**config.mk**
```make
export PLATFORM = sky130hd
export DESIGN_NAME = assoc_lru_stamp_cache_core_flat
export DESIGN_NICKNAME = d
export VERILOG_FILES = /design/src/rtl/alsc_pkg.sv /design/src/rtl/alsc_in_if.sv /design/src/rtl/alsc_out_if.sv /design/src/rtl/alsc_ctrl.sv /design/src/rtl/alsc_dp.sv /design/src/rtl/assoc_lru_stamp_cache_core.sv /design/src/flat_wrapper.sv
export SDC_FILE = /design/constraint.sdc
export NUM_CORES = 2
export LEC_CHECK = 0
export BUFFER_PORTS_ARGS = -buffer_cell sky130_fd_sc_hd__buf_2
export CAP_MARGIN = 40
export CORE_ASPECT_RATIO = 1.1
export CORE_MARGIN = 4
export CORE_UTILIZATION = 35
export CTS_CLUSTER_SIZE = 24
export DETAILED_ROUTE_END_ITERATION = 10
export PLACE_DENSITY = 0.53
export SLEW_MARGIN = 20
export SYNTH_ARGS = -nofsm -noshare
export SYNTH_HDL_FRONTEND = slang
export SYNTH_SLANG_ARGS = --single-unit
```
**constraint.sdc**
```tcl
create_clock -name clk_i -period 16.1 [get_ports clk_i]
set_input_delay 0.805 -clock clk_i [delete_from_list [all_inputs] [get_ports clk_i]]
set_output_delay 0.805 -clock clk_i [all_outputs]
set_load 0.005 [all_outputs]
```
**src/rtl/alsc_pkg.sv**
```systemverilog
// Shared constants and controller/datapath handshake types for the LRU stamp cache.
`default_nettype none

package alsc_pkg;

  // Field widths fixed by the item format.
  localparam int unsigned CmdW   = 2;
  localparam int unsigned KeyW   = 32;
  localparam int unsigned ValW   = 32;
  localparam int unsigned SlotW  = 4;
  localparam int unsigned StampW = 64;

  // Default number of cache entries.
  localparam int unsigned DefEntries = 16;

  // Command codes.
  localparam logic [CmdW-1:0] CmdFind  = 2'd0;
  localparam logic [CmdW-1:0] CmdAdd   = 2'd1;
  localparam logic [CmdW-1:0] CmdClear = 2'd2;

  // Commands from the controller to the datapath.
  typedef struct packed {
    logic load;       // capture the input beat and restart the scan
    logic scan_step;  // read the entry at the scan pointer
    logic commit;     // apply the state update of the command
    logic resp_load;  // move the result into the output register
  } ctrl_t;

  // Status from the datapath to the controller.
  typedef struct packed {
    logic scan_last;  // scan pointer sits on the last entry
    logic out_free;   // output register can take a result this cycle
  } stat_t;

endpackage

`default_nettype wire

```
**src/rtl/alsc_in_if.sv**
```systemverilog
// Request channel: command, key and value with a valid/ready handshake.
`default_nettype none

interface alsc_in_if import alsc_pkg::*; ();

  logic            valid;
  logic            ready;
  logic [CmdW-1:0] cmd;
  logic [KeyW-1:0] key;
  logic [ValW-1:0] value;

  modport source (output valid, output cmd, output key, output value, input ready);
  modport sink   (input valid, input cmd, input key, input value, output ready);

endinterface

`default_nettype wire

```
**src/rtl/alsc_out_if.sv**
```systemverilog
// Response channel: hit flag, value and slot with a valid/ready handshake.
`default_nettype none

interface alsc_out_if import alsc_pkg::*; ();

  logic             valid;
  logic             ready;
  logic             hit;
  logic [ValW-1:0]  value_out;
  logic [SlotW-1:0] slot;

  modport source (output valid, output hit, output value_out, output slot, input ready);
  modport sink   (input valid, input hit, input value_out, input slot, output ready);

endinterface

`default_nettype wire

```
**src/rtl/alsc_ctrl.sv**
```systemverilog
// Controller state machine: sequences accept, entry scan, commit and response.
`default_nettype none

module alsc_ctrl import alsc_pkg::*; (
  input  logic  clk_i,
  input  logic  rst_ni,
  input  logic  in_valid_i,
  output logic  in_ready_o,
  input  stat_t stat_i,
  output ctrl_t ctrl_o
);

  typedef enum logic [2:0] {
    ST_IDLE,
    ST_SCAN,
    ST_DRAIN,
    ST_COMMIT,
    ST_RESP
  } state_e;

  state_e state_q, state_d;

  // Next-state logic.
  always_comb begin
    state_d = state_q;
    unique case (state_q)
      ST_IDLE: begin
        if (in_valid_i) state_d = ST_SCAN;
      end
      ST_SCAN: begin
        if (stat_i.scan_last) state_d = ST_DRAIN;
      end
      ST_DRAIN:  state_d = ST_COMMIT;
      ST_COMMIT: state_d = ST_RESP;
      ST_RESP: begin
        if (stat_i.out_free) state_d = ST_IDLE;
      end
      default:   state_d = ST_IDLE;
    endcase
  end

  always_ff @(posedge clk_i or negedge rst_ni) begin
    if (!rst_ni) begin
      state_q <= ST_IDLE;
    end else begin
      state_q <= state_d;
    end
  end

  // Command decode from the current state.
  assign in_ready_o       = (state_q == ST_IDLE);
  assign ctrl_o.load      = (state_q == ST_IDLE) && in_valid_i;
  assign ctrl_o.scan_step = (state_q == ST_SCAN);
  assign ctrl_o.commit    = (state_q == ST_COMMIT);
  assign ctrl_o.resp_load = (state_q == ST_RESP) && stat_i.out_free;

endmodule

`default_nettype wire

```
**src/rtl/alsc_dp.sv**
```systemverilog
// Datapath: entry stores, valid bits, scan compare, stamp counter and output register.
`default_nettype none

module alsc_dp import alsc_pkg::*; #(
  parameter int unsigned Entries = DefEntries
) (
  input  logic             clk_i,
  input  logic             rst_ni,
  input  logic [CmdW-1:0]  cmd_i,
  input  logic [KeyW-1:0]  key_i,
  input  logic [ValW-1:0]  value_i,
  input  ctrl_t            ctrl_i,
  output stat_t            stat_o,
  output logic             out_valid_o,
  input  logic             out_ready_i,
  output logic             hit_o,
  output logic [ValW-1:0]  value_out_o,
  output logic [SlotW-1:0] slot_o
);

  localparam int unsigned IdxW = $clog2(Entries);
  localparam int unsigned CntW = IdxW + 1;

  // Entry stores; an entry whose valid bit is low reads as zero.
  logic [KeyW-1:0]   key_mem   [Entries];
  logic [ValW-1:0]   val_mem   [Entries];
  logic [StampW-1:0] stamp_mem [Entries];
  logic [Entries-1:0] key_vld_q, val_vld_q, stamp_vld_q;

  // Captured request.
  logic [CmdW-1:0] cmd_q;
  logic [KeyW-1:0] key_q;
  logic [ValW-1:0] value_q;

  // Scan pointer and read stage.
  logic [CntW-1:0]   cnt_q;
  logic [IdxW-1:0]   rd_addr;
  logic              rd_en_q;
  logic [IdxW-1:0]   rd_idx_q;
  logic [KeyW-1:0]   rd_key_q;
  logic [ValW-1:0]   rd_val_q;
  logic [StampW-1:0] rd_stamp_q;
  logic              rd_kvld_q, rd_vvld_q, rd_svld_q;
  logic [KeyW-1:0]   key_eff;
  logic [ValW-1:0]   val_eff;
  logic [StampW-1:0] stamp_eff;

  // Scan results.
  logic              found_q;
  logic [IdxW-1:0]   sel_idx_q;
  logic [ValW-1:0]   hit_val_q;
  logic [StampW-1:0] least_q;

  // Global stamp counter.
  logic [StampW-1:0] ctr_q;
  logic [StampW-1:0] ctr_inc;

  // Output register.
  logic             out_valid_q;
  logic             hit_q;
  logic [ValW-1:0]  value_out_q;
  logic [SlotW-1:0] slot_q;

  // Result of the current command.
  logic             res_hit;
  logic             res_slot_en;
  logic [IdxW+3:0]  sel_ext;

  assign rd_addr   = cnt_q[IdxW-1:0];
  assign key_eff   = rd_kvld_q ? rd_key_q : '0;
  assign val_eff   = rd_vvld_q ? rd_val_q : '0;
  assign stamp_eff = rd_svld_q ? rd_stamp_q : '0;
  assign ctr_inc   = ctr_q + StampW'(1);

  assign stat_o.scan_last = (cnt_q == CntW'(Entries - 1));
  assign stat_o.out_free  = !out_valid_q || out_ready_i;

  // Request capture; payload needs no reset.
  always_ff @(posedge clk_i) begin
    if (ctrl_i.load) begin
      cmd_q   <= cmd_i;
      key_q   <= key_i;
      value_q <= value_i;
    end
  end

  // Scan pointer and read-stage control.
  always_ff @(posedge clk_i or negedge rst_ni) begin
    if (!rst_ni) begin
      cnt_q   <= '0;
      rd_en_q <= 1'b0;
    end else begin
      rd_en_q <= ctrl_i.scan_step;
      if (ctrl_i.load) begin
        cnt_q <= '0;
      end else if (ctrl_i.scan_step) begin
        cnt_q <= cnt_q + CntW'(1);
      end
    end
  end

  // Registered reads of the entry under the scan pointer.
  always_ff @(posedge clk_i) begin
    if (ctrl_i.scan_step) begin
      rd_idx_q   <= rd_addr;
      rd_key_q   <= key_mem[rd_addr];
      rd_val_q   <= val_mem[rd_addr];
      rd_stamp_q <= stamp_mem[rd_addr];
      rd_kvld_q  <= key_vld_q[rd_addr];
      rd_vvld_q  <= val_vld_q[rd_addr];
      rd_svld_q  <= stamp_vld_q[rd_addr];
    end
  end

  // Find keeps the first match; add keeps the first smallest stamp.
  always_ff @(posedge clk_i or negedge rst_ni) begin
    if (!rst_ni) begin
      found_q <= 1'b0;
    end else if (ctrl_i.load) begin
      found_q <= 1'b0;
    end else if (rd_en_q && (cmd_q == CmdFind) && !found_q && (key_eff == key_q)) begin
      found_q <= 1'b1;
    end
  end

  always_ff @(posedge clk_i) begin
    if (rd_en_q) begin
      if ((cmd_q == CmdFind) && !found_q && (key_eff == key_q)) begin
        sel_idx_q <= rd_idx_q;
        hit_val_q <= val_eff;
      end else if ((cmd_q == CmdAdd) &&
                   ((rd_idx_q == '0) || (stamp_eff < least_q))) begin
        sel_idx_q <= rd_idx_q;
        least_q   <= stamp_eff;
      end
    end
  end

  // Store writes at commit.
  always_ff @(posedge clk_i) begin
    if (ctrl_i.commit) begin
      if (cmd_q == CmdAdd) begin
        key_mem[sel_idx_q]   <= key_q;
        val_mem[sel_idx_q]   <= value_q;
        stamp_mem[sel_idx_q] <= ctr_inc;
      end else if ((cmd_q == CmdFind) && found_q) begin
        stamp_mem[sel_idx_q] <= ctr_inc;
      end
    end
  end

  // Valid bits and stamp counter at commit.
  always_ff @(posedge clk_i or negedge rst_ni) begin
    if (!rst_ni) begin
      key_vld_q   <= '0;
      val_vld_q   <= '0;
      stamp_vld_q <= '0;
      ctr_q       <= '0;
    end else if (ctrl_i.commit) begin
      case (cmd_q)
        CmdFind: begin
          if (found_q) begin
            stamp_vld_q[sel_idx_q] <= 1'b1;
            ctr_q                  <= ctr_inc;
          end
        end
        CmdAdd: begin
          key_vld_q[sel_idx_q]   <= 1'b1;
          val_vld_q[sel_idx_q]   <= 1'b1;
          stamp_vld_q[sel_idx_q] <= 1'b1;
          ctr_q                  <= ctr_inc;
        end
        CmdClear: begin
          key_vld_q   <= '0;
          stamp_vld_q <= '0;
          ctr_q       <= '0;
        end
        default: begin
          ctr_q <= ctr_q;
        end
      endcase
    end
  end

  // Result fields of the current command.
  assign res_hit     = (cmd_q == CmdFind) && found_q;
  assign res_slot_en = res_hit || (cmd_q == CmdAdd);
  assign sel_ext     = {4'b0000, sel_idx_q};

  // Output register.
  always_ff @(posedge clk_i or negedge rst_ni) begin
    if (!rst_ni) begin
      out_valid_q <= 1'b0;
    end else if (ctrl_i.resp_load) begin
      out_valid_q <= 1'b1;
    end else if (out_ready_i) begin
      out_valid_q <= 1'b0;
    end
  end

  always_ff @(posedge clk_i) begin
    if (ctrl_i.resp_load) begin
      hit_q       <= res_hit;
      value_out_q <= res_hit ? hit_val_q : '0;
      slot_q      <= res_slot_en ? sel_ext[SlotW-1:0] : '0;
    end
  end

  assign out_valid_o = out_valid_q;
  assign hit_o       = hit_q;
  assign value_out_o = value_out_q;
  assign slot_o      = slot_q;

endmodule

`default_nettype wire

```
**src/rtl/assoc_lru_stamp_cache_core.sv**
```systemverilog
// Top level of the fully associative key-to-value cache with stamp-based LRU replacement.
//
// Usage: each request beat on in_i carries a command (find, add or clear), a key
// and a value; each request produces exactly one response beat on out_o with the
// hit flag, the matched value and the entry slot. Both channels use valid/ready.
// Timing: after a request is taken, the controller scans all ENTRIES entries one
// per cycle through the registered read port of the entry stores, then commits
// the update and loads the response into the output register. One request is in
// flight at a time: a new request is taken only once the previous response has
// been loaded.
// Back pressure: the response sits in an output register; a new request can be
// accepted while that response waits, but the next response is held until the
// receiver takes the previous one.
// Reset: all entries read as empty with zero value and zero stamp, and the stamp
// counter is zero. Per-entry valid bits give this at once, so the block accepts
// requests straight out of reset.
`default_nettype none

module assoc_lru_stamp_cache_core import alsc_pkg::*; #(
  parameter int unsigned ENTRIES = DefEntries
) (
  input  logic              clk_i,
  input  logic              rst_ni,
  alsc_in_if.sink           in_i,
  alsc_out_if.source        out_o
);

  ctrl_t ctrl;
  stat_t stat;
  logic  in_ready;

  alsc_ctrl u_ctrl (
    .clk_i      (clk_i),
    .rst_ni     (rst_ni),
    .in_valid_i (in_i.valid),
    .in_ready_o (in_ready),
    .stat_i     (stat),
    .ctrl_o     (ctrl)
  );

  alsc_dp #(
    .Entries (ENTRIES)
  ) u_dp (
    .clk_i       (clk_i),
    .rst_ni      (rst_ni),
    .cmd_i       (in_i.cmd),
    .key_i       (in_i.key),
    .value_i     (in_i.value),
    .ctrl_i      (ctrl),
    .stat_o      (stat),
    .out_valid_o (out_o.valid),
    .out_ready_i (out_o.ready),
    .hit_o       (out_o.hit),
    .value_out_o (out_o.value_out),
    .slot_o      (out_o.slot)
  );

  assign in_i.ready = in_ready;

`ifndef SYNTHESIS
  // A response without a hit never carries a value.
  a_miss_zero_value: assert property (@(posedge clk_i) disable iff (!rst_ni)
    (out_o.valid && !out_o.hit) |-> (out_o.value_out == '0))
    else $error("response without hit carries a nonzero value");

  // No scan or commit runs while a new request can be taken.
  a_idle_quiet: assert property (@(posedge clk_i) disable iff (!rst_ni)
    in_ready |-> (!ctrl.scan_step && !ctrl.commit))
    else $error("scan or commit active while request port is ready");

  // The state update of a request is applied exactly once.
  a_single_commit: assert property (@(posedge clk_i) disable iff (!rst_ni)
    ctrl.commit |=> !ctrl.commit)
    else $error("commit asserted on consecutive cycles");
`endif

endmodule

`default_nettype wire

```
**src/flat_wrapper.sv**
```systemverilog
// flat-port wrapper written by rule: the top's interface ports become plain ports
module assoc_lru_stamp_cache_core_flat import alsc_pkg::*;
#(
  parameter int unsigned ENTRIES = DefEntries
)
  (clk_i, rst_ni, in_i_valid, in_i_cmd, in_i_key, in_i_value, in_i_ready, out_o_valid, out_o_hit, out_o_value_out, out_o_slot, out_o_ready);
  alsc_in_if in_i_i ();
  alsc_out_if out_o_i ();
  input  logic clk_i;
  input  logic rst_ni;
  input wire logic [$bits(in_i_i.valid)-1:0] in_i_valid;
  input wire logic [$bits(in_i_i.cmd)-1:0] in_i_cmd;
  input wire logic [$bits(in_i_i.key)-1:0] in_i_key;
  input wire logic [$bits(in_i_i.value)-1:0] in_i_value;
  output wire logic [$bits(in_i_i.ready)-1:0] in_i_ready;
  output wire logic [$bits(out_o_i.valid)-1:0] out_o_valid;
  output wire logic [$bits(out_o_i.hit)-1:0] out_o_hit;
  output wire logic [$bits(out_o_i.value_out)-1:0] out_o_value_out;
  output wire logic [$bits(out_o_i.slot)-1:0] out_o_slot;
  input wire logic [$bits(out_o_i.ready)-1:0] out_o_ready;
  assign in_i_i.valid = in_i_valid;
  assign in_i_i.cmd = in_i_cmd;
  assign in_i_i.key = in_i_key;
  assign in_i_i.value = in_i_value;
  assign in_i_ready = in_i_i.ready;
  assign out_o_valid = out_o_i.valid;
  assign out_o_hit = out_o_i.hit;
  assign out_o_value_out = out_o_i.value_out;
  assign out_o_slot = out_o_i.slot;
  assign out_o_i.ready = out_o_ready;
  assoc_lru_stamp_cache_core #(.ENTRIES(ENTRIES)) u_core (.clk_i(clk_i), .rst_ni(rst_ni), .in_i(in_i_i), .out_o(out_o_i));
endmodule
```
==> flow_summary.json <==
{
  "clkLatencyLatePin_ps": 910,
  "syn_inst": 4431,
  "hold_violations": 0,
  "chipHeight_um": 560,
  "detailed_place_hpwl_mm": 127,
  "vias": 45500,
  "criticalPathCategory": "reg2reg",
  "outcome": "finished clean",
  "total_switching_power_uw": 4500,
  "cp_data_required_time_ps": 16690,
  "synth.yosys.warnings": 0,
  "post-route-drc-count": 0,
  "post-layout-total-power_uw": 17400,
  "cts_buffer_depth": 4,
  "numCtsBuffers": 286,
  "fill_cell_instance_count_of_the_final_layout": 24100,
  "vdd_ir_drop_max_mv": 0.147,
  "area_growth_pct": 15.7,
  "worst_slew_pin_slew_ps": 1060,
  "internal_power_uw": 12900,
  "cts.htree.levels": 5,
  "postLayoutCellArea_um2": 112000,
  "setup_slack_ps": 11640,
  "first_iter_violations": 4000,
  "finalSetupTns_ps": 0,
  "detail_route.wl_per_cell_um": 27.4,
  "clock_tree.root_cell": "clkbuf_16",
  "max_cap_viol_count": 0,
  "synth_edf_count": 2386,
  "seq_area_frac_synth_pct": 77.2,
  "die_area_um2": 285000,
  "start_util_pct": 35.2,
  "ys_dominant_reg_cell": "edfxtp_1",
  "pwr-share-seq_pct": 45.6,
  "fin_skew_ps": 67.0,
  "grt_first_pass_wirelength_mm": 346,
  "power.leakage_uw": 0.0369,
  "end_kind": "register",
  "pin_count": 109,
  "netlist_area_um2": 96800,
  "cells_resized_by_post_cts_repair": 0,
  "clock_sinks": 2509,
  "synth.net_count": 4571,
  "first_global_vias": 48100,
  "synth_seq_cells": 2509,
  "placed_cells_incl_taps": 8177,
  "row_count": 202,
  "timing.critical_path.arrival_ps": 5050,
  "route.final.wire_length_mm": 237,
  "grt_max_degree": 120,
  "postSynthAreaPerCell_um2": 21.8,
  "post_detailed_route_via_to_cell_ratio": 5.25,
  "path_clk_slew_ps": 60,
  "fin_crit_ps": 4460,
  "switching_share_pct": 25.9,
  "share_of_flip_flops_with_an_asynchronous_set_or_reset_pct": 4.90,
  "area_taken_by_multi_input_logic_gates_um2": 21200,
  "clock_share_of_power_pct": 34.5,
  "fraction_of_layout_cells_with_a_size_suffix_above_1_pct": 28.1,
  "final_max_slew_viol_count": 0,
  "port_buffers": 108,
  "hold_class": "in2reg",
  "yosysUniqueCellTypes": 59,
  "layout.area.seq_um2": 74700,
  "finalNetCount": 4943,
  "antenna_left": 0,
  "timing.fmax_mhz": 224,
  "clock_tree_from_tritoncts": "built",
  "rsz0062_at_grt": "false",
  "cp-start-kind": "register",
  "worst-path-max-fanout": 34,
  "horiz_die_dim_um": 509,
  "fin_cells": 8670,
  "globalRouteOverflowTotal": 0,
  "setup_violations_final": 0,
  "grt_util_all_layers_pct": 16.5,
  "antenna_violations_before_repair": 12,
  "layout_worst_path_cycle_share_pct": 27.7,
  "drt-pass1-iter-count": 6,
  "power_density_nw_per_um2": 155,
  "globalplace.congestion": 0.763,
  "comb_power_share_pct": 19.9,
  "core_region_area_um2": 275000,
  "worst_slew_margin_relative_to_its_limit_pct": 29.0,
  "post_dp_cell_area_um2": 103000,
  "pre_cts_slack_ps": 11600
}
state kept, by name (all words and copies together) (netlist names), 2 cells and up:
register,flops
u_core.u_dp.key_q,32
u_core.u_dp.sel_idx_q,4
u_core.u_dp.key_mem,512
u_core.u_dp.val_vld_q,16
u_core.u_dp.value_out_o,32
u_core.u_dp.hit_val_q,32
u_core.u_dp.least_q,64
u_core.u_dp.ctr_q,64
u_core.u_dp.value_q,32
u_core.u_dp.stamp_vld_q,16
u_core.u_dp.cnt_q,5
u_core.u_dp.rd_idx_q,4
u_core.u_dp.rd_key_q,32
u_core.u_dp.rd_stamp_q,64
u_core.u_dp.val_mem,512
u_core.u_dp.cmd_q,2
u_core.u_dp.key_vld_q,16
u_core.u_dp.rd_val_q,32
u_core.u_ctrl.state_q,3
u_core.u_dp.slot_o,4
u_core.u_dp.stamp_mem,1024
final timing paths:
path	start	end	slack (ps)	depth (start not counted)
worst max-delay path	u_core.u_dp.cmd_q[0]	u_core.u_dp.least_q[20]	11640	12
worst min-delay path	in_i_key[31]	u_core.u_dp.key_q[31]	80	1
worst max register to register	u_core.u_dp.cmd_q[0]	u_core.u_dp.least_q[20]	11640	12
worst min register to register	u_core.u_dp.rd_idx_q[1]	u_core.u_dp.sel_idx_q[1]	450	0
max in group asynchronous	rst_ni	u_core.u_dp.cnt_q[0]	14360	4
min in group asynchronous	rst_ni	u_core.u_dp.ctr_q[37]	570	2
synth_stat cells (all sizes together), types with 25 or more instances:
library cell,count,area [um^2]
a21oi,73,365
and2,107,669
and3,45,282
buf,58,250
clkbuf,161,608
dfrtp,123,3080
edfxtp,2386,71600
ha,70,876
inv,93,349
mux4,655,14800
nand2,88,330
nand3,44,220
nor2,124,465
o21ai,84,420
o31ai,34,255
xnor2,45,394
xor2,25,219
final cells by class:
cell class	instances	area share, %
repair buffers	303	2.34
well taps	3672	4.10
inverters	93	0.312
diodes	2	0.00447
flip-flops and latches	2509	66.7
clock buffers	377	6.94
clock inverters	104	0.648
multi-input cells	1610	18.9
what timing repair did:
action / CTS / global route
endpoints found under the hold margin: 64 / 0
buffers inserted: 0 / 0
hold buffers: 1 / 0
metrics by stage:
stage,hold WS [ps],util [%]
after floorplan,423,-
after global placement,436,37.2
after detailed placement,439,37.5
after CTS,0.824,40.6
after global routing,26.1,40.7
final,75.3,40.7
layer usage:
metal  wire length (um)  GRT usage (%)
met5                 13              0
met2             120000           27.7
met4               5570           4.16
met3               9630           2.17
met1             103000           22.9
power by group through the flow:
stage,logic [uW],clock network (uW),registers [uW]
after global routing,3760,6430,7960
after floorplan,2630,0,7850
final,3460,5990,7920
after global placement,3410,0,8100
after CTS,3560,6150,7930
after detailed placement,3540,0,8060
worst max-delay path, cell delays in order (launching register included):
cell and delay, ps:
edfxtp_1 420, inv_1 110, ha_1 150, buf_4 320
nor2b_1 640, o2111ai_1 200, a2111oi_0 400, o2111ai_1 260
a2111oi_4 710, nand2b_1 260, a21oi_4 40, buf_4 310
buf_12 250
layout by cell type (no fill, tap or decap), types with 88 or more instances in the layout:
cell type and n:
edfxtp_1 2386, mux4_2 655, clkbuf_16 295, buf_4 147, dfrtp_1 119, buf_2 113, and2_1 104, inv_1 93
nor2_1 90, nand2_1 88
logic make-up after synthesis:
kind of cell / after synthesis / share of synthesized area (%)
fa+ha+maj: 70 / 0.905
xor+xnor: 70 / 0.633
flops: 2509 / 77.2
simple gates: 544 / 3.04
compound gates: 269 / 1.72
buf+inv: 312 / 1.25
mux: 657 / 15.3
(Power assumes the default switching activity.)
